===== src/design/lcpfe_pkg.sv =====
// Shared constants, codes and types for the LED chain PWM frame encoder.
// No dependencies; used by the interfaces and by every module of the block.
`timescale 1ns / 1ps

package lcpfe_pkg;

   // Chain geometry
   localparam int CHAIN_LENGTH   = 16;
   localparam int BITS_PER_PIXEL = 24;
   localparam int TOP_BIT        = 7;
   localparam int PIX_IDX_WIDTH  = (CHAIN_LENGTH > 1) ? $clog2(CHAIN_LENGTH) : 1;
   localparam int BIT_CNT_WIDTH  = $clog2(BITS_PER_PIXEL);

   // Field widths
   localparam int MODE_WIDTH  = 2;
   localparam int COLOR_WIDTH = TOP_BIT + 1;
   localparam int INDEX_WIDTH = 8;
   localparam int DUTY_WIDTH  = 16;
   localparam int PAD_WIDTH   = 8;

   // Input transaction modes
   localparam logic [MODE_WIDTH-1:0] MODE_WRITE_ONE = 2'd0;
   localparam logic [MODE_WIDTH-1:0] MODE_WRITE_ALL = 2'd1;
   localparam logic [MODE_WIDTH-1:0] MODE_START     = 2'd2;
   localparam logic [MODE_WIDTH-1:0] MODE_TICK      = 2'd3;

   // Register file
   localparam int CSR_ADDR_WIDTH = 4;
   localparam int CSR_DATA_WIDTH = 32;
   localparam int CSR_IDX_WIDTH  = 2;
   localparam logic [CSR_IDX_WIDTH-1:0] REG_ONE_BIT_DUTY  = 2'd0;
   localparam logic [CSR_IDX_WIDTH-1:0] REG_ZERO_BIT_DUTY = 2'd1;
   localparam logic [CSR_IDX_WIDTH-1:0] REG_RESET_SLOTS   = 2'd2;

   localparam logic [DUTY_WIDTH-1:0] ONE_BIT_DUTY_RESET  = 16'd167;
   localparam logic [DUTY_WIDTH-1:0] ZERO_BIT_DUTY_RESET = 16'd84;
   localparam logic [PAD_WIDTH-1:0]  RESET_SLOTS_RESET   = 8'd50;

   // Controller to datapath
   typedef struct packed {
      logic                     store_write_one;
      logic                     store_write_all;
      logic                     frame_start;
      logic                     out_load;
      logic                     out_zero;
      logic                     out_last;
      logic [PIX_IDX_WIDTH-1:0] pix_sel;
      logic [BIT_CNT_WIDTH-1:0] bit_sel;
   } cmd_type;

   // Datapath to controller
   typedef struct packed {
      logic [PAD_WIDTH-1:0] cfg_pad;
      logic [PAD_WIDTH-1:0] frame_pad;
   } sts_type;

endpackage


===== src/design/lcpfe_if.sv =====
// Valid/ready channel interfaces for request and response transactions.
// Depends on lcpfe_pkg for field widths.
`timescale 1ns / 1ps

interface lcpfe_req_if;
   logic                               valid;
   logic                               ready;
   logic [lcpfe_pkg::MODE_WIDTH-1:0]   mode;
   logic [lcpfe_pkg::INDEX_WIDTH-1:0]  pixel_index;
   logic [lcpfe_pkg::COLOR_WIDTH-1:0]  red;
   logic [lcpfe_pkg::COLOR_WIDTH-1:0]  green;
   logic [lcpfe_pkg::COLOR_WIDTH-1:0]  blue;

   modport source (output valid, mode, pixel_index, red, green, blue, input ready);
   modport sink   (input valid, mode, pixel_index, red, green, blue, output ready);
endinterface

interface lcpfe_rsp_if;
   logic                              valid;
   logic                              ready;
   logic [lcpfe_pkg::DUTY_WIDTH-1:0]  duty;
   logic                              last_slot;

   modport source (output valid, duty, last_slot, input ready);
   modport sink   (input valid, duty, last_slot, output ready);
endinterface


===== src/design/lcpfe_ctrl.sv =====
// Frame sequencer: lead pad, pixel data, trail pad; handshake and output valid.
// Depends on lcpfe_pkg; drives lcpfe_datapath through cmd_type.
`timescale 1ns / 1ps

module lcpfe_ctrl (
   input  logic                             clock,
   input  logic                             reset,
   input  logic                             req_valid,
   input  logic [lcpfe_pkg::MODE_WIDTH-1:0] req_mode,
   output logic                             req_ready,
   output logic                             rsp_valid,
   input  logic                             rsp_ready,
   input  lcpfe_pkg::sts_type               sts,
   output lcpfe_pkg::cmd_type               cmd
);

   localparam logic [1:0] ST_IDLE  = 2'd0;
   localparam logic [1:0] ST_LEAD  = 2'd1;
   localparam logic [1:0] ST_DATA  = 2'd2;
   localparam logic [1:0] ST_TRAIL = 2'd3;

   logic [1:0]                          state_ff, state_in;
   logic [lcpfe_pkg::PAD_WIDTH-1:0]     pad_cnt_ff, pad_cnt_in;
   logic [lcpfe_pkg::PIX_IDX_WIDTH-1:0] pix_cnt_ff, pix_cnt_in;
   logic [lcpfe_pkg::BIT_CNT_WIDTH-1:0] bit_cnt_ff, bit_cnt_in;
   logic                                rsp_valid_ff, rsp_valid_in;
   logic                                accept;
   logic                                pad_end;
   logic                                bit_end;
   logic                                pix_end;

   assign req_ready = !rsp_valid_ff || rsp_ready;
   assign rsp_valid = rsp_valid_ff;
   assign accept    = req_valid && req_ready;

   assign pad_end = ({1'b0, pad_cnt_ff} + 9'd1) == {1'b0, sts.frame_pad};
   assign bit_end = bit_cnt_ff == lcpfe_pkg::BIT_CNT_WIDTH'(lcpfe_pkg::BITS_PER_PIXEL - 1);
   assign pix_end = pix_cnt_ff == lcpfe_pkg::PIX_IDX_WIDTH'(lcpfe_pkg::CHAIN_LENGTH - 1);

   always_comb begin
      state_in   = state_ff;
      pad_cnt_in = pad_cnt_ff;
      pix_cnt_in = pix_cnt_ff;
      bit_cnt_in = bit_cnt_ff;
      cmd        = '0;
      cmd.pix_sel = pix_cnt_ff;
      cmd.bit_sel = bit_cnt_ff;

      if (accept) begin
         case (req_mode)
            lcpfe_pkg::MODE_WRITE_ONE: begin
               cmd.store_write_one = (state_ff == ST_IDLE);
            end
            lcpfe_pkg::MODE_WRITE_ALL: begin
               cmd.store_write_all = (state_ff == ST_IDLE);
            end
            lcpfe_pkg::MODE_START: begin
               cmd.frame_start = 1'b1;
               pad_cnt_in = '0;
               pix_cnt_in = '0;
               bit_cnt_in = '0;
               state_in   = (sts.cfg_pad == '0) ? ST_DATA : ST_LEAD;
            end
            lcpfe_pkg::MODE_TICK: begin
               case (state_ff)
                  ST_LEAD: begin
                     cmd.out_load = 1'b1;
                     cmd.out_zero = 1'b1;
                     if (pad_end) begin
                        pad_cnt_in = '0;
                        state_in   = ST_DATA;
                     end else begin
                        pad_cnt_in = pad_cnt_ff + 1'b1;
                     end
                  end
                  ST_DATA: begin
                     cmd.out_load = 1'b1;
                     if (bit_end) begin
                        bit_cnt_in = '0;
                        if (pix_end) begin
                           pix_cnt_in = '0;
                           if (sts.frame_pad == '0) begin
                              cmd.out_last = 1'b1;
                              state_in     = ST_IDLE;
                           end else begin
                              state_in = ST_TRAIL;
                           end
                        end else begin
                           pix_cnt_in = pix_cnt_ff + 1'b1;
                        end
                     end else begin
                        bit_cnt_in = bit_cnt_ff + 1'b1;
                     end
                  end
                  ST_TRAIL: begin
                     cmd.out_load = 1'b1;
                     cmd.out_zero = 1'b1;
                     if (pad_end) begin
                        cmd.out_last = 1'b1;
                        pad_cnt_in   = '0;
                        state_in     = ST_IDLE;
                     end else begin
                        pad_cnt_in = pad_cnt_ff + 1'b1;
                     end
                  end
                  default: begin
                     // idle tick: no slot
                  end
               endcase
            end
            default: begin
            end
         endcase
      end

      if (cmd.out_load) begin
         rsp_valid_in = 1'b1;
      end else if (rsp_ready) begin
         rsp_valid_in = 1'b0;
      end else begin
         rsp_valid_in = rsp_valid_ff;
      end
   end

   always_ff @(posedge clock) begin
      if (reset) begin
         state_ff     <= ST_IDLE;
         pad_cnt_ff   <= '0;
         pix_cnt_ff   <= '0;
         bit_cnt_ff   <= '0;
         rsp_valid_ff <= 1'b0;
      end else begin
         state_ff     <= state_in;
         pad_cnt_ff   <= pad_cnt_in;
         pix_cnt_ff   <= pix_cnt_in;
         bit_cnt_ff   <= bit_cnt_in;
         rsp_valid_ff <= rsp_valid_in;
      end
   end

endmodule


===== src/design/lcpfe_datapath.sv =====
// Pixel store, register file, frame snapshot and slot output register.
// Depends on lcpfe_pkg; commanded by lcpfe_ctrl.
`timescale 1ns / 1ps

module lcpfe_datapath (
   input  logic                                 clock,
   input  logic                                 reset,
   input  lcpfe_pkg::cmd_type                   cmd,
   output lcpfe_pkg::sts_type                   sts,
   input  logic [lcpfe_pkg::INDEX_WIDTH-1:0]    req_pixel_index,
   input  logic [lcpfe_pkg::COLOR_WIDTH-1:0]    req_red,
   input  logic [lcpfe_pkg::COLOR_WIDTH-1:0]    req_green,
   input  logic [lcpfe_pkg::COLOR_WIDTH-1:0]    req_blue,
   output logic [lcpfe_pkg::DUTY_WIDTH-1:0]     rsp_duty,
   output logic                                 rsp_last_slot,
   input  logic                                 csr_psel,
   input  logic                                 csr_penable,
   input  logic                                 csr_pwrite,
   input  logic [lcpfe_pkg::CSR_ADDR_WIDTH-1:0] csr_paddr,
   input  logic [lcpfe_pkg::CSR_DATA_WIDTH-1:0] csr_pwdata,
   output logic [lcpfe_pkg::CSR_DATA_WIDTH-1:0] csr_prdata
);

   logic [lcpfe_pkg::BITS_PER_PIXEL-1:0] store_ff [lcpfe_pkg::CHAIN_LENGTH];
   logic [lcpfe_pkg::DUTY_WIDTH-1:0]     one_duty_ff, zero_duty_ff;
   logic [lcpfe_pkg::PAD_WIDTH-1:0]      pad_ff;
   logic [lcpfe_pkg::DUTY_WIDTH-1:0]     frame_one_ff, frame_zero_ff;
   logic [lcpfe_pkg::PAD_WIDTH-1:0]      frame_pad_ff;
   logic [lcpfe_pkg::DUTY_WIDTH-1:0]     duty_ff, duty_in;
   logic                                 last_ff;
   logic [lcpfe_pkg::BITS_PER_PIXEL-1:0] color;
   logic [lcpfe_pkg::BITS_PER_PIXEL-1:0] word;
   logic [lcpfe_pkg::BIT_CNT_WIDTH-1:0]  bit_pos;
   logic                                 index_ok;
   logic                                 csr_write;
   logic [lcpfe_pkg::CSR_IDX_WIDTH-1:0]  csr_idx;

   // green:red:blue, green sent first
   assign color    = {req_green, req_red, req_blue};
   assign index_ok = {1'b0, req_pixel_index} < 9'(lcpfe_pkg::CHAIN_LENGTH);

   assign csr_write = csr_psel && csr_penable && csr_pwrite;
   assign csr_idx   = csr_paddr[lcpfe_pkg::CSR_ADDR_WIDTH-1:2];

   always_comb begin
      case (csr_idx)
         lcpfe_pkg::REG_ONE_BIT_DUTY:  csr_prdata = {16'd0, one_duty_ff};
         lcpfe_pkg::REG_ZERO_BIT_DUTY: csr_prdata = {16'd0, zero_duty_ff};
         lcpfe_pkg::REG_RESET_SLOTS:   csr_prdata = {24'd0, pad_ff};
         default:                      csr_prdata = '0;
      endcase
   end

   always_ff @(posedge clock) begin
      if (reset) begin
         one_duty_ff  <= lcpfe_pkg::ONE_BIT_DUTY_RESET;
         zero_duty_ff <= lcpfe_pkg::ZERO_BIT_DUTY_RESET;
         pad_ff       <= lcpfe_pkg::RESET_SLOTS_RESET;
      end else if (csr_write) begin
         case (csr_idx)
            lcpfe_pkg::REG_ONE_BIT_DUTY:  one_duty_ff  <= csr_pwdata[15:0];
            lcpfe_pkg::REG_ZERO_BIT_DUTY: zero_duty_ff <= csr_pwdata[15:0];
            lcpfe_pkg::REG_RESET_SLOTS:   pad_ff       <= csr_pwdata[7:0];
            default: begin
            end
         endcase
      end
   end

   // Snapshot of the registers for the frame in flight
   always_ff @(posedge clock) begin
      if (reset) begin
         frame_one_ff  <= lcpfe_pkg::ONE_BIT_DUTY_RESET;
         frame_zero_ff <= lcpfe_pkg::ZERO_BIT_DUTY_RESET;
         frame_pad_ff  <= lcpfe_pkg::RESET_SLOTS_RESET;
      end else if (cmd.frame_start) begin
         frame_one_ff  <= one_duty_ff;
         frame_zero_ff <= zero_duty_ff;
         frame_pad_ff  <= pad_ff;
      end
   end

   assign sts.cfg_pad   = pad_ff;
   assign sts.frame_pad = frame_pad_ff;

   always_ff @(posedge clock) begin
      if (reset) begin
         for (int i = 0; i < lcpfe_pkg::CHAIN_LENGTH; i++) begin
            store_ff[i] <= '0;
         end
      end else if (cmd.store_write_all) begin
         for (int i = 0; i < lcpfe_pkg::CHAIN_LENGTH; i++) begin
            store_ff[i] <= color;
         end
      end else if (cmd.store_write_one && index_ok) begin
         store_ff[req_pixel_index[lcpfe_pkg::PIX_IDX_WIDTH-1:0]] <= color;
      end
   end

   // MSB of green first
   assign word    = store_ff[cmd.pix_sel];
   assign bit_pos = lcpfe_pkg::BIT_CNT_WIDTH'(lcpfe_pkg::BITS_PER_PIXEL - 1) - cmd.bit_sel;

   always_comb begin
      if (cmd.out_zero) begin
         duty_in = '0;
      end else if (word[bit_pos]) begin
         duty_in = frame_one_ff;
      end else begin
         duty_in = frame_zero_ff;
      end
   end

   always_ff @(posedge clock) begin
      if (cmd.out_load) begin
         duty_ff <= duty_in;
         last_ff <= cmd.out_last;
      end
   end

   assign rsp_duty      = duty_ff;
   assign rsp_last_slot = last_ff;

endmodule


===== src/design/led_chain_pwm_frame_encoder.sv =====
// Top level of the LED chain PWM frame encoder: channels, register port, checks.
// Depends on lcpfe_pkg, lcpfe_if, lcpfe_ctrl and lcpfe_datapath.
`timescale 1ns / 1ps

// Serial LED chain encoder, GRB order, MSB first. Request transactions write one
// pixel, write every pixel, start a frame or tick one PWM slot. A frame is
// reset_slots zero slots, then 24 data slots per pixel (one_bit_duty or
// zero_bit_duty per bit), then reset_slots zero slots: 2*reset_slots + 24*16
// ticks in all, the last flagged by last_slot. One request transaction may be
// accepted every cycle while the response register is empty or being taken; a
// tick's slot shows up in the response register on the next cycle. This comes
// from the controller's registered pad, pixel and bit counters plus one read of
// the flip-flop pixel store, which reset clears. Pixel writes during a frame
// are dropped, a start during a frame restarts it, and the duties and pad
// length in effect are those captured at frame start.
// Registers: 0x0 one_bit_duty, 0x4 zero_bit_duty, 0x8 reset_slots.

module led_chain_pwm_frame_encoder (
   input  logic                                 clock,
   input  logic                                 reset,
   lcpfe_req_if.sink                            req_chan,
   lcpfe_rsp_if.source                          rsp_chan,
   input  logic                                 csr_psel,
   input  logic                                 csr_penable,
   input  logic                                 csr_pwrite,
   input  logic [lcpfe_pkg::CSR_ADDR_WIDTH-1:0] csr_paddr,
   input  logic [lcpfe_pkg::CSR_DATA_WIDTH-1:0] csr_pwdata,
   output logic [lcpfe_pkg::CSR_DATA_WIDTH-1:0] csr_prdata,
   output logic                                 csr_pready
);

   lcpfe_pkg::cmd_type cmd;
   lcpfe_pkg::sts_type sts;
   logic               req_accept;
   logic               tick_accept;

   // register port never stalls
   assign csr_pready = 1'b1;

   assign req_accept  = req_chan.valid && req_chan.ready;
   assign tick_accept = req_accept && (req_chan.mode == lcpfe_pkg::MODE_TICK);

   lcpfe_ctrl u_ctrl (
      .clock     (clock),
      .reset     (reset),
      .req_valid (req_chan.valid),
      .req_mode  (req_chan.mode),
      .req_ready (req_chan.ready),
      .rsp_valid (rsp_chan.valid),
      .rsp_ready (rsp_chan.ready),
      .sts       (sts),
      .cmd       (cmd)
   );

   lcpfe_datapath u_datapath (
      .clock           (clock),
      .reset           (reset),
      .cmd             (cmd),
      .sts             (sts),
      .req_pixel_index (req_chan.pixel_index),
      .req_red         (req_chan.red),
      .req_green       (req_chan.green),
      .req_blue        (req_chan.blue),
      .rsp_duty        (rsp_chan.duty),
      .rsp_last_slot   (rsp_chan.last_slot),
      .csr_psel        (csr_psel),
      .csr_penable     (csr_penable),
      .csr_pwrite      (csr_pwrite),
      .csr_paddr       (csr_paddr),
      .csr_pwdata      (csr_pwdata),
      .csr_prdata      (csr_prdata)
   );

   // A slot is produced only for an accepted tick transaction.
   assert property (@(posedge clock) disable iff (reset)
      cmd.out_load |-> tick_accept)
      else $error("slot produced without an accepted tick");

   // After the final slot the frame is over: a following tick yields nothing.
   assert property (@(posedge clock) disable iff (reset)
      (cmd.out_load && cmd.out_last) ##1 tick_accept |-> !cmd.out_load)
      else $error("slot produced after the final slot of the frame");

   // A taken response with nothing new behind it empties the output register.
   assert property (@(posedge clock) disable iff (reset)
      (rsp_chan.valid && rsp_chan.ready && !cmd.out_load) |=> !rsp_chan.valid)
      else $error("response repeated after being taken");

   // At most one datapath action per cycle.
   assert property (@(posedge clock) disable iff (reset)
      $onehot0({cmd.store_write_one, cmd.store_write_all, cmd.frame_start, cmd.out_load}))
      else $error("conflicting datapath commands");

endmodule

===== src/flat_wrapper.sv =====
// flat-port wrapper written by rule: the top's interface ports become plain ports
module led_chain_pwm_frame_encoder_flat 
  (clock, reset, csr_psel, csr_penable, csr_pwrite, csr_paddr, csr_pwdata, csr_prdata, csr_pready, req_chan_valid, req_chan_mode, req_chan_pixel_index, req_chan_red, req_chan_green, req_chan_blue, req_chan_ready, rsp_chan_valid, rsp_chan_duty, rsp_chan_last_slot, rsp_chan_ready);
  lcpfe_req_if req_chan_i ();
  lcpfe_rsp_if rsp_chan_i ();
  input  logic clock;
  input  logic reset;
  input  logic csr_psel;
  input  logic csr_penable;
  input  logic csr_pwrite;
  input  logic [lcpfe_pkg::CSR_ADDR_WIDTH-1:0] csr_paddr;
  input  logic [lcpfe_pkg::CSR_DATA_WIDTH-1:0] csr_pwdata;
  output logic [lcpfe_pkg::CSR_DATA_WIDTH-1:0] csr_prdata;
  output logic csr_pready;
  input wire logic [$bits(req_chan_i.valid)-1:0] req_chan_valid;
  input wire logic [$bits(req_chan_i.mode)-1:0] req_chan_mode;
  input wire logic [$bits(req_chan_i.pixel_index)-1:0] req_chan_pixel_index;
  input wire logic [$bits(req_chan_i.red)-1:0] req_chan_red;
  input wire logic [$bits(req_chan_i.green)-1:0] req_chan_green;
  input wire logic [$bits(req_chan_i.blue)-1:0] req_chan_blue;
  output wire logic [$bits(req_chan_i.ready)-1:0] req_chan_ready;
  output wire logic [$bits(rsp_chan_i.valid)-1:0] rsp_chan_valid;
  output wire logic [$bits(rsp_chan_i.duty)-1:0] rsp_chan_duty;
  output wire logic [$bits(rsp_chan_i.last_slot)-1:0] rsp_chan_last_slot;
  input wire logic [$bits(rsp_chan_i.ready)-1:0] rsp_chan_ready;
  assign req_chan_i.valid = req_chan_valid;
  assign req_chan_i.mode = req_chan_mode;
  assign req_chan_i.pixel_index = req_chan_pixel_index;
  assign req_chan_i.red = req_chan_red;
  assign req_chan_i.green = req_chan_green;
  assign req_chan_i.blue = req_chan_blue;
  assign req_chan_ready = req_chan_i.ready;
  assign rsp_chan_valid = rsp_chan_i.valid;
  assign rsp_chan_duty = rsp_chan_i.duty;
  assign rsp_chan_last_slot = rsp_chan_i.last_slot;
  assign rsp_chan_i.ready = rsp_chan_ready;
  led_chain_pwm_frame_encoder u_core (.clock(clock), .reset(reset), .req_chan(req_chan_i), .rsp_chan(rsp_chan_i), .csr_psel(csr_psel), .csr_penable(csr_penable), .csr_pwrite(csr_pwrite), .csr_paddr(csr_paddr), .csr_pwdata(csr_pwdata), .csr_prdata(csr_prdata), .csr_pready(csr_pready));
endmodule

===== config.mk =====
export PLATFORM = sky130hd
export DESIGN_NAME = led_chain_pwm_frame_encoder_flat
export DESIGN_NICKNAME = d
export VERILOG_FILES = /design/src/design/lcpfe_pkg.sv /design/src/design/lcpfe_if.sv /design/src/design/lcpfe_ctrl.sv /design/src/design/lcpfe_datapath.sv /design/src/design/led_chain_pwm_frame_encoder.sv /design/src/flat_wrapper.sv
export SDC_FILE = /design/constraint.sdc
export NUM_CORES = 1
export LEC_CHECK = 0
export BUFFER_PORTS_ARGS = -buffer_cell sky130_fd_sc_hd__buf_4
export CORE_AREA = 2 2 197 199
export CTS_BUF_LIST = sky130_fd_sc_hd__clkbuf_2
export DETAILED_ROUTE_END_ITERATION = 10
export DIE_AREA = 0 0 199 201
export MAX_ROUTING_LAYER = met4
export PLACE_DENSITY = 0.78
export SYNTH_ARGS = -nofsm -noshare
export SYNTH_HDL_FRONTEND = slang
export SYNTH_HIERARCHICAL = 1
export SYNTH_SLANG_ARGS = --single-unit
export TNS_END_PERCENT = 10

===== constraint.sdc =====
create_clock -name clock -period 5.13 [get_ports clock]
set_clock_uncertainty 0.1 [all_clocks]
set_input_delay 0.2565 -clock clock [delete_from_list [all_inputs] [get_ports clock]]
set_output_delay 0.2565 -clock clock [all_outputs]
set_load 0.03 [all_outputs]

Word level (Yosys, flattened, before mapping) --
Memory sizes are Yosys's and may differ from the RTL's. A register that Yosys moved wholly into a read port is not among the register bits. Index checks and enable logic that the tools add are counted.
Storage, ports and cells: register bits 117, memory bits (writable) 384, output and inout bits 52, logic and storage cells 146, memories kept 1
Memory list:
- u_core.u_datapath.store_ff | words 16, width 24, read ports 1, clocked after memory_dff 1, write ports 16, line lcpfe_datapath.sv:24 | logic [lcpfe_pkg::BITS_PER_PIXEL-1:0] store_ff [lcpfe_pkg::CHAIN_LENGTH];
Operators by class: add/subtract/negate cells 5, order comparisons 2, equal/unequal tests 19, mux-type cells 66, bitwise logic cells 16, reduce and logical (&&, ||, !) cells 24
Operators by type and width (count):
- 24-bit 2-to-1 mux | 17
- 16-bit case mux with 3 select lines | 1
- 4-bit 2-to-1 mux | 6
- 24-bit OR reduction | 1
- 1-bit 2-to-1 mux | 22
- 8-bit zero test | 2
- 16-bit 2-to-1 mux | 1
- 8-bit 2-to-1 mux | 2
- 1-bit OR | 16
- 8-bit case mux with 2 select lines | 1
- 2-bit 2-to-1 mux | 6
- 3-bit != test, second input constant | 4
- 2-bit == test, second input constant | 5
- 5-bit 2-to-1 mux | 2
- 5-bit case mux with 2 select lines | 1
- 8-bit by 1-bit adder with 9-bit output, second input constant | 1
- 9-bit by 8-bit == test with 1-bit output | 1
- 8-bit by 1-bit adder with 8-bit output, second input constant | 1
- 8-bit by 5-bit < comparator with 1-bit output, second input constant | 1
- 4-bit case mux with 2 select lines | 1
- 2-bit AND reduction | 4
- 7-bit AND reduction | 1
- 2-bit by 1-bit == test with 1-bit output, second input constant | 3
- 2-bit zero test | 3
- 22 further kinds | 29

Longest topological paths before layout --
depth in word-level cells 14, mapped depth 13

Hierarchy --
The synthesis kept the hierarchy.
Modules (own cells, without submodules):
- lcpfe_datapath | times used 1, cells an instance 1436, area each 20926.3 um^2, seq. area each 13643.1 um^2
- lcpfe_ctrl | times used 1, cells an instance 188, area each 1477.7 um^2, seq. area each 400.4 um^2
- led_chain_pwm_frame_encoder | times used 1, cells an instance 2, area each 11.3 um^2, seq. area each 0.0 um^2

Worst setup path before layout --
Ideal clock, no wire load.
path type register to register, start point register u_core.u_ctrl.rsp_valid_ff, in the netlist u_core/u_ctrl/rsp_valid, end point memory u_core/u_datapath/store_ff[12][0] (netlist bit) (enable), library setup time 0.442 ns, data arrival time 3.555 ns, data required time 4.588 ns, slack 1.033 ns, stages on the path, launching flop included 10, buffers on the path 1, clock period less this slack 4.097 ns, cell sequence dfxtp_1 -> nand2b_1 -> clkbuf_1 -> nand4b_1 -> nor2_1 -> nor2_1 -> nand3_1 -> inv_1 -> nand3_1 -> o31ai_1
RTL lines:
- start, declared | line lcpfe_ctrl.sv:26 | logic rsp_valid_ff, rsp_valid_in;
- start signal, assigned | line lcpfe_ctrl.sv:137 | rsp_valid_ff <= rsp_valid_in;
- end, declared | line lcpfe_datapath.sv:24

==> metrics.txt <==
fin crit period=3.98 ns; Die ar.=40,000 um2; Chip Width=199 um; Max stage delay cell, worst path=dlygate4sd3_1; mux cell area share after synthesis=0.136; Int Power=0.00616 W; Clock Path Buffers=3; FF/Latch Area=14,100 um2; Net Sw Frac=0.249; initial antenna violation count=2; outcome=finished clean; TritonCTS buffer count=130; worst endpoint required time=5.73 ns; top cells by area, synth=edfxtp_1 54%, mux4_2 9.6%, dfxtp_1 8.9%; share of post-route cells with drive strength above 1=0.230; CTS clk-pin slew, worst paths=0.09 ns; final RePlAce weighted congestion=a little over 0.8; ys async rst share=0; I/O Buffers=93; largest net degree at the start of global routing=between 70 and 80; CP top delay family=simple AND/OR/NAND/NOR gates; CP bufs+invs=3; HPWL after detailed placement=~31 mm; CP max stage delay=around 0.59 ns; LEAKAGE=~9.5 nW; Crit. End Element=flop; fillcell total=2,593; worst-path cell chain=nor2_1, nand4b_1, nor2_1, nor2_1, buf_4, nand3_1, nor3b_1, nand3_1, dlygate4sd3_1, nand2_1, buf_4; top-count cell post-synth=edfxtp_1; GR Overflow Total=0; number of global-route vias before repair=15,400; final net count=roughly 2,000; Cell Pwr Density=around 320 nW/um2; Compound-Gate Fraction of Synth Area=0.0463; Initial Util=0.588; f_max=251 MHz; syn avg cell area=about 14 um2; FP Rows=72; routed vias/inst=about 5.9; multi-input logic area=around 7800 um2; Avg WL per Cell=22.1 um; hold slack=0.101 ns; post-CTS setup buffer count=0; DR DRC count=0; #FFs+latches synth=roughly 500; Critical Path Source Type=flop; sequential group share of total power=0.570; Slew Limit Fails=0; clk_lat worst skew=1.08 ns; Hold-fix buffers, CTS=~120; register area share after synthesis=0.627; largest family of logic cells by synthesized area=simple AND/OR/NAND/NOR gates; combinational share of power=0.083; Worst Max-Slew Pin Slew=1.27 ns; Tcrit/Tclk final=0.776; Worst Hold Class=in -> reg; Area Growth Syn to Fin=16.0%; global-route usage over all layers=0.294; relative slew slack=0.151; CTS tree=built; Core ar.=38,100 um2; IO Pins=129; Post-Synth Adder-Cell Area=0.00167; Die Ht=201 um; ys flop type=edfxtp_1; Post-Layout Cell Count=~2,500; WS Path Type=reg -> reg; RSZ-0062 raised after global routing=false; P_sw=between 0.002 and 0.0025 W; synthesized cell area=22,400 um2; most frequent cell on the critical path=nor2_1; PostCTS Resize Cnt=0; setup TNS=0 ns; share of the synthesized area in the top cell type=0.537; EDFF count, synth=401; wirelength, routed=around 55 mm; post-synthesis simple-gate area fraction=0.152; post-synthesis cell type count=66; clock network fraction of design power=0.346; critical path peak fanout=17; synth cell count leaders=401 x edfxtp_1, 149 x and2_1, 144 x nor2b_1, 125 x nand2_1, 100 x dfxtp_1; H-tree depth=4; clock sinks=501; Yosys Warn Count=6; post-route ant nets=0; Cells after DPL=around 2,200; Final Hold Fails=0; max cap viols=0; Mapped Cells=1,626; total vias in the final route=14,800; drt first pass iters=5; arrival time worst endpoint=about 4.6 ns; initial DRC count=1,393; Yosys top cell by area=edfxtp_1; xor/xnor share of the synthesized area=0.00541; # setup viols final=0; CTS root buf=clkbuf_2; first-pass GRT wire length=84.3 mm; Peak VDD IR=233 uV
==> flip-flops by register name, summed over array words and instances (netlist names) <==
register,flops
u_core/u_datapath/rsp_duty,16
u_core/u_datapath/rsp_last_slot,1
u_core/u_datapath/store_ff,384
u_core/u_datapath/pad_ff,8
u_core/u_datapath/frame_pad_ff,8
u_core/u_ctrl/pix_cnt_ff,4
u_core/u_datapath/one_duty_ff,16
u_core/u_datapath/zero_duty_ff,16
u_core/u_ctrl/rsp_valid,1
u_core/u_datapath/frame_one_ff,16
u_core/u_ctrl/pad_cnt_ff,8
u_core/u_datapath/frame_zero_ff,16
u_core/u_ctrl/bit_cnt_ff,5
u_core/u_ctrl/state_ff,2
==> per-layer routing <==
metal | up-vias | share of wire | track usage
met1 | 7285 | 0.37 | 0.355
li1 | 6550 | - | -
met5 | - | 0 | -
met3 | 138 | 0.10 | 0.0739
met2 | 836 | 0.49 | 0.469
met4 | 0 | 0.031 | 0.129
==> logic make-up after synthesis <==
family / count (synthesis)
AOI/OAI and AO/OA: 153
xor gates and xnor gates: 13
adders and majority gates: 3
buffers and inverters: 152
DFF: 501
muxes: 185
other: 2
and+or+nand+nor: 617
==> worst paths after layout <==
kind	start	end	slack (ns)	depth (start not counted)
worst max-delay path	u_core/u_ctrl/state_ff[0]	u_core/u_datapath/store_ff[7][21]	1.15	11
worst min register to register	u_core/u_datapath/one_duty_ff[11]	u_core/u_datapath/one_duty_ff[11]	0.38	2
worst max register to register	u_core/u_ctrl/state_ff[0]	u_core/u_datapath/store_ff[7][21]	1.15	11
worst min-delay path	req_chan_red[1]	u_core/u_datapath/store_ff[4][9]	0.10	3
==> tightest hold or removal path, delay by kind of cell <==
kind                   cells  cell delay [ns]
AND/OR/NAND/NOR            1             0.14
buffers and inverters      2             0.73
==> placed cells by master (no fill, tap or decap), types with 87 or more instances in the layout <==
cell type,n
and2_1,149
mux2i_1,87
mux4_2,96
dfxtp_1,97
buf_4,131
clkbuf_2,183
dlygate4sd3_1,121
nand2_1,125
edfxtp_1,401
nor2b_1,144
==> power by group through the flow <==
stage	Sequential, W	Clock (W)	Combinational, W
after floorplan	0.00475	0	0.000397
after global routing	0.00470	0.00312	0.000721
after detailed placement	0.00477	0	0.000596
after global placement	0.00476	0	0.000581
final	0.00468	0.00284	0.000684
after CTS	0.00468	0.00290	0.000675
==> area by class of cell <==
| class | instances | area share |
|---|---|---|
| clock buffers | 183 | 0.0352 |
| inverters | 12 | 0.00173 |
| well taps | 518 | 0.0249 |
| flip-flops and latches | 501 | 0.540 |
| multi-input cells | 988 | 0.299 |
| clock inverters | 43 | 0.0124 |
| repair buffers | 254 | 0.0859 |
| diodes | 1 | 0.0000962 |
==> stage by stage <==
step	worst slack, ns	power (W)	utilization	cell area [um2]
after CTS	1.18	0.00825	0.682	26000
after global routing	0.797	0.00854	0.682	26000
final	1.15	0.00821	0.682	26000
after floorplan	1.03	0.00515	-	22500
after detailed placement	1.16	0.00537	0.618	23600
after global placement	1.31	0.00534	0.618	23600
No activity file was read; power rests on OpenSTA's default activity.
